--- src/hdl/ebla_pkg.sv ---
package ebla_pkg;

   localparam logic [1:0] OP_SAMPLE  = 2'd0;
   localparam logic [1:0] OP_TICK    = 2'd1;
   localparam logic [1:0] OP_SILENCE = 2'd2;

   localparam logic [1:0] REG_BAR_COUNT = 2'd0;
   localparam logic [1:0] REG_SMOOTHING = 2'd1;
   localparam logic [1:0] REG_DURATION  = 2'd2;

   localparam logic [5:0]  BAR_COUNT_RESET = 6'd16;
   localparam logic [15:0] SMOOTHING_RESET = 16'd16384;
   localparam logic [15:0] DURATION_RESET  = 16'd200;

   localparam logic [15:0] FULL_LEVEL     = 16'd32768;
   localparam logic [15:0] SNAP_SMOOTHING = 16'd32;
   localparam logic [15:0] MOVE_THRESHOLD = 16'd3;
   localparam logic [24:0] Q24_ONE        = 25'h1000000;
   // ceil(2^34 / 5): floor(a * RECIP_FIVE / 2^34) == floor(a / 5) for any 32-bit a.
   localparam logic [31:0] RECIP_FIVE     = 32'hCCCCCCCD;
   localparam int          QUOT_BITS      = 24;

   typedef struct packed {
      logic [1:0]  operation;
      logic [4:0]  band_index;
      logic [15:0] level;
      logic        last_band;
      logic [9:0]  elapsed_ms;
   } req_type;

   typedef struct packed {
      logic [5:0]  bar_index;
      logic [15:0] bar_level;
      logic        any_active;
      logic        last;
   } rsp_type;

   typedef struct packed {
      logic        animating;
      logic [15:0] time_ms;
      logic [15:0] target;
      logic [15:0] start;
      logic [15:0] shown;
   } bar_entry_type;

   typedef struct packed {
      logic [15:0] elapsed;
      logic [30:0] span;
      logic [15:0] diff;
   } ease_req_type;

   typedef enum logic [2:0] {
      CT_IDLE,
      CT_READ,
      CT_EVAL,
      CT_EASE,
      CT_EMIT
   } ctrl_state_type;

   typedef enum logic [3:0] {
      EZ_IDLE,
      EZ_DIV,
      EZ_MID,
      EZ_MULA,
      EZ_MULB,
      EZ_MULC,
      EZ_CMP,
      EZ_FIN1,
      EZ_FIN2,
      EZ_FIN3,
      EZ_DONE
   } ease_state_type;

endpackage

--- src/hdl/ebla_ease.sv ---
module ebla_ease import ebla_pkg::*; #(
   parameter int BISECT_STEPS = 16
) (
   input  logic         clock,
   input  logic         reset,
   input  logic         start_req,
   input  ease_req_type args,
   output logic         done,
   output logic [15:0]  mag
);

   localparam int CW = $clog2(QUOT_BITS > BISECT_STEPS ? QUOT_BITS : BISECT_STEPS);

   ease_state_type state_ff, state_in;

   logic [30:0]   span_ff, span_in;
   logic [15:0]   diff_ff, diff_in;
   logic [30:0]   rem_ff, rem_in;
   logic [23:0]   quo_ff, quo_in;
   logic [CW-1:0] cnt_ff, cnt_in;
   logic [24:0]   lo_ff, lo_in, hi_ff, hi_in;
   logic [24:0]   t_ff, t_in, u_ff, u_in;
   logic [24:0]   uu_ff, uu_in, tt_ff, tt_in;
   logic [24:0]   u2t_ff, u2t_in, t3_ff, t3_in;
   logic [23:0]   d5_ff, d5_in;
   logic [24:0]   e_ff, e_in;
   logic [15:0]   mag_ff, mag_in;

   logic [24:0] mula_a, mula_b;
   logic [49:0] prod_a;
   logic [25:0] mulb_a;
   logic [31:0] mulb_b;
   logic [57:0] prod_b;

   logic [31:0] rem2_w;
   logic [25:0] mid_sum_w;
   logic [25:0] cx_w;
   logic [26:0] y_w;

   logic div_last_w, bis_last_w;

   assign div_last_w = (cnt_ff == CW'(QUOT_BITS - 1));
   assign bis_last_w = (cnt_ff == CW'(BISECT_STEPS - 1));

   assign prod_a = mula_a * mula_b;
   assign prod_b = mulb_a * mulb_b;

   always_comb begin
      state_in = state_ff;
      case (state_ff)
         EZ_IDLE: if (start_req) state_in = EZ_DIV;
         EZ_DIV:  if (div_last_w) state_in = EZ_MID;
         EZ_MID:  state_in = EZ_MULA;
         EZ_MULA: state_in = EZ_MULB;
         EZ_MULB: state_in = EZ_MULC;
         EZ_MULC: state_in = EZ_CMP;
         EZ_CMP:  state_in = bis_last_w ? EZ_FIN1 : EZ_MID;
         EZ_FIN1: state_in = EZ_FIN2;
         EZ_FIN2: state_in = EZ_FIN3;
         EZ_FIN3: state_in = EZ_DONE;
         EZ_DONE: state_in = EZ_IDLE;
         default: state_in = EZ_IDLE;
      endcase
   end

   always_comb begin
      mula_a = '0;
      mula_b = '0;
      mulb_a = '0;
      mulb_b = '0;
      case (state_ff)
         EZ_MULA: begin
            mula_a = u_ff;
            mula_b = u_ff;
            mulb_a = {1'b0, t_ff};
            mulb_b = {7'd0, t_ff};
         end
         EZ_MULB: begin
            mula_a = uu_ff;
            mula_b = t_ff;
            mulb_a = {1'b0, tt_ff};
            mulb_b = {7'd0, t_ff};
         end
         EZ_MULC: begin
            mulb_a = {u2t_ff, 1'b0} + {1'b0, u2t_ff};
            mulb_b = RECIP_FIVE;
         end
         EZ_FIN1: begin
            mula_a = u_ff;
            mula_b = tt_ff;
         end
         EZ_FIN3: begin
            mula_a = {9'd0, diff_ff};
            mula_b = e_ff;
         end
         default: begin
            mula_a = '0;
         end
      endcase
   end

   always_comb begin
      span_in = span_ff;
      diff_in = diff_ff;
      rem_in  = rem_ff;
      quo_in  = quo_ff;
      cnt_in  = cnt_ff;
      lo_in   = lo_ff;
      hi_in   = hi_ff;
      t_in    = t_ff;
      u_in    = u_ff;
      uu_in   = uu_ff;
      tt_in   = tt_ff;
      u2t_in  = u2t_ff;
      t3_in   = t3_ff;
      d5_in   = d5_ff;
      e_in    = e_ff;
      mag_in  = mag_ff;

      rem2_w    = {rem_ff, 1'b0};
      mid_sum_w = {1'b0, lo_ff} + {1'b0, hi_ff};
      cx_w      = {2'd0, d5_ff} + {1'b0, t3_ff};
      y_w       = {1'b0, uu_ff, 1'b0} + {2'd0, uu_ff} + {2'd0, t3_ff};

      case (state_ff)
         EZ_IDLE: begin
            if (start_req) begin
               span_in = args.span;
               diff_in = args.diff;
               rem_in  = {args.elapsed, 15'd0};
               quo_in  = '0;
               cnt_in  = '0;
            end
         end
         EZ_DIV: begin
            // Restoring division, one quotient bit a cycle; the remainder stays below span.
            if (rem2_w >= {1'b0, span_ff}) begin
               rem_in = rem2_w[30:0] - span_ff;
               quo_in = {quo_ff[22:0], 1'b1};
            end else begin
               rem_in = rem2_w[30:0];
               quo_in = {quo_ff[22:0], 1'b0};
            end
            cnt_in = cnt_ff + 1'b1;
            if (div_last_w) begin
               cnt_in = '0;
               lo_in  = '0;
               hi_in  = Q24_ONE;
            end
         end
         EZ_MID: begin
            t_in = mid_sum_w[25:1];
            u_in = Q24_ONE - mid_sum_w[25:1];
         end
         EZ_MULA: begin
            uu_in = prod_a[48:24];
            tt_in = prod_b[48:24];
         end
         EZ_MULB: begin
            u2t_in = prod_a[48:24];
            t3_in  = prod_b[48:24];
         end
         EZ_MULC: begin
            d5_in = prod_b[57:34];
         end
         EZ_CMP: begin
            if (cx_w < {2'd0, quo_ff}) begin
               lo_in = t_ff;
            end else begin
               hi_in = t_ff;
            end
            cnt_in = cnt_ff + 1'b1;
         end
         EZ_FIN1: begin
            uu_in = prod_a[48:24];
         end
         EZ_FIN2: begin
            e_in = (y_w > {2'd0, Q24_ONE}) ? Q24_ONE : y_w[24:0];
         end
         EZ_FIN3: begin
            mag_in = prod_a[39:24];
         end
         default: begin
            mag_in = mag_ff;
         end
      endcase
   end

   always_ff @(posedge clock) begin
      if (reset) begin
         state_ff <= EZ_IDLE;
         cnt_ff   <= '0;
      end else begin
         state_ff <= state_in;
         cnt_ff   <= cnt_in;
      end
   end

   always_ff @(posedge clock) begin
      span_ff <= span_in;
      diff_ff <= diff_in;
      rem_ff  <= rem_in;
      quo_ff  <= quo_in;
      lo_ff   <= lo_in;
      hi_ff   <= hi_in;
      t_ff    <= t_in;
      u_ff    <= u_in;
      uu_ff   <= uu_in;
      tt_ff   <= tt_in;
      u2t_ff  <= u2t_in;
      t3_ff   <= t3_in;
      d5_ff   <= d5_in;
      e_ff    <= e_in;
      mag_ff  <= mag_in;
   end

   assign done = (state_ff == EZ_DONE);
   assign mag  = mag_ff;

endmodule
--- config.mk ---
export PLATFORM = sky130hd
export DESIGN_NAME = ebla_ease
export DESIGN_NICKNAME = d
export VERILOG_FILES = /design/src/hdl/ebla_pkg.sv /design/src/hdl/ebla_ease.sv
export SDC_FILE = /design/constraint.sdc
export NUM_CORES = 2
export LEC_CHECK = 0
export BUFFER_PORTS_ARGS = -buffer_cell sky130_fd_sc_hd__buf_4
export CORE_ASPECT_RATIO = 1.2
export CORE_MARGIN = 5
export CORE_UTILIZATION = 50
export CTS_CLUSTER_DIAMETER = 80
export CTS_CLUSTER_SIZE = 24
export DETAILED_ROUTE_END_ITERATION = 8
export PLACE_DENSITY_LB_ADDON = 0.12
export SYNTH_ARGS = -nofsm -noshare
export SYNTH_HDL_FRONTEND = slang
export SYNTH_SLANG_ARGS = --single-unit
export TNS_END_PERCENT = 50
--- constraint.sdc ---
create_clock -name clock -period 30.4 [get_ports clock]
set_clock_uncertainty 0.2 [all_clocks]
set_input_delay 1.52 -clock clock [delete_from_list [all_inputs] [get_ports clock]]
set_output_delay 1.52 -clock clock [all_outputs]
set_load 0.02 [all_outputs]
==> run metrics <==
status finished, final reports clean; core area 128000 um2; total number of vias 49.9k; Hold WS 0.308 ns; RSZ-0062 raised after global routing no; fin crit share 0.388; Final setup violation count 0; post-CTS setup buffer count 0; kind of critical path register to register; initial antenna violation count 7; CTS HTree Levels 1; sequential area share after synthesis 0.173; vias in the first global route 52.7k; register bit total from synthesis 375; Clock Latency Late Sink 0.64 ns; HP Class register to register; Post-DP HPWL 171000 um; DR iter-0 viols 4024; CTS tree yes; Layout Nets 8597; DRC 0; DIE AREA 136000 um2; setup TNS 0 ns; Slew headroom 0.0537; GP Congestion 0.955; Sw Share 0.371; commonest register cell after synthesis edfxtp_1; CTS max path bufs 3; drt via density 5.88; synth warn 0; Crit path arrival time 11.98 ns; clock share of power 0.284; GRT overflow 0; Crit path required time 30.57 ns; synthesized instance count 6813; drt first pass iters 9; number of max-cap violations 0; Worst Tran Pin Value 1.42 ns; Distinct cells, synth 94; worst reg2reg path depth 28; # clock sinks 375; commonest non-fill, non-tap cell in the layout inv_1; worst slack, placed 18.71 ns; Rows 144; post-route cell area 68400 um2; Synth async-reset ratio 0; Hold Fails Final Rpt 0; CTS buffer count 30; static leakage 0.0319 uW; largest net degree at the start of global routing 141; Peak VDD IR 0.0000470 V; Initial Util 0.503; area growth from synthesis to layout 5.96%; final antenna-violating net count 0; Final Slew Violations 0; cell mode on critical path fa_1; Max Fclk 84.7 MHz; Hold Buf Count CTS 0; WHS Path Cells 2; Cell Area, Synth 64500 um2; CP Max Fanout 74; EDFF count, synth 366; Synth area leaders fa_1 37%, edfxtp_1 17%, ha_1 11%; Area after DPL 67300 um2; Yosys top cell by area fa_1; most frequent cells in the layout 1336 x inv_1, 1189 x fa_1, 961 x nand2_1; Comb power frac 0.300; PD cells 22.7 nW/um2; Routed WL per cell 25.2 um; Post-CTS Resized 0; Max stage delay on crit path 0.89 ns; final WL 213000 um; DIE WIDTH 338 um; clk root buf clkbuf_16; first-pass GRT wire length 324000 um; count of port buffers added during placement 82; Overall Global Routing Usage 0.317; Setup WS post-layout 18.59 ns; share of cells above drive strength 1 0.0526; critical path launch point type register; P_sw 576 uW; crit path time final 11.81 ns; Die Ht 404 um; I/O pin total 83; synthesized area per cell 9.47 um2; Internal Dissipation 977 uW; Clk pin slew, worst setup/hold paths 0.09 ns; Crit-path slowest cell dfxtp_1; CP endpoint kind register; sequential share of power 0.416; post-synth top area share 0.369
## sequential cells by signal (all words and copies together), names as in the netlist, 24 cells and up
signal   cells
d5_ff       24
e_ff        25
hi_ff       25
lo_ff       25
quo_ff      24
rem_ff      31
span_ff     31
t3_ff       25
t_ff        25
tt_ff       25
u2t_ff      25
u_ff        24
uu_ff       25
## layer usage
layer / routed length, um / up-vias / GRT usage
met5: 33 / - / 0
met4: 13100 / 6 / 0.151
met3: 17800 / 625 / 0.0534
met2: 102000 / 2277 / 0.529
met1: 80400 / 25465 / 0.403
li1: - / 21515 / -
## cell usage after synthesis, types with 33 or more instances
library cell  number
a211oi_1          33
a21o_1            93
a21oi_1          317
a22oi_1           35
and2_1           100
and3_1            38
clkbuf_1         249
edfxtp_1         366
fa_1            1189
ha_1             564
inv_1           1337
nand2_1          962
nand2b_1          35
nand3_1           48
nor2_1           531
nor3_1            54
o21ai_0          137
xnor2_1          108
xor2_1            66
## cell type report
class | instances | area, um2
clock buffers | 31 | 754
flip-flops and latches | 375 | 11200
fillers | 11861 | 59900
multi-input cells | 4831 | 47500
well taps | 1679 | 2100
clock inverters | 23 | 359
diodes | 4 | 10.0
repair buffers | 201 | 1520
inverters | 1339 | 5030
## logic make-up (layout without fill, tap and decap cells)
logic type                 after synthesis  count (layout)  share of synthesized area
muxes                                   25              25                    0.00413
adders and majority gates             1753            1753                      0.478
xor gates and xnor gates               174             174                     0.0236
DFF                                    375             375                      0.173
other                                    2              16                   0.000116
AOI/OAI and AO/OA                      907             907                     0.0921
buffers and inverters                 1617            1594                     0.0946
and+or+nand+nor                       1960            1960                      0.134
## critical path: cells and delay by family, from the launching register on
kind | cells | cell delay (ns)
flip-flops | 1 | 0.89
AO/OA/AOI/OAI | 3 | 1.32
buffers and inverters | 6 | 1.12
adder cells (fa/ha/maj) | 8 | 4.00
AND/OR/NAND/NOR | 11 | 3.92
## final timing paths
path,from,slack [ns],end
worst max register to register,state_ff[0],18.59,d5_ff[23]
worst min-delay path,cnt_ff[4],0.31,cnt_ff[4]
worst min register to register,cnt_ff[4],0.31,cnt_ff[4]
worst max-delay path,state_ff[0],18.59,d5_ff[23]
## per-stage QoR
step / total power (uW) / instances / utilization
3_3_place_gp: 1110 / 8425 / 0.524
6_report: 1550 / 8483 / 0.533
2_1_floorplan: 957 / 6823 / -
4_1_cts: 1560 / 8479 / 0.533
5_1_grt: 1630 / 8479 / 0.533
3_5_place_dp: 1110 / 8425 / 0.524
## power groups by stage
stage,combinational [uW],clock [uW],sequential (uW)
CTS,461,450,646
global placement,454,0,657
finish,465,441,647
global route,509,471,649
detailed placement,458,0,657
floorplan,316,0,642
No activity file was read; power rests on OpenSTA's default activity.
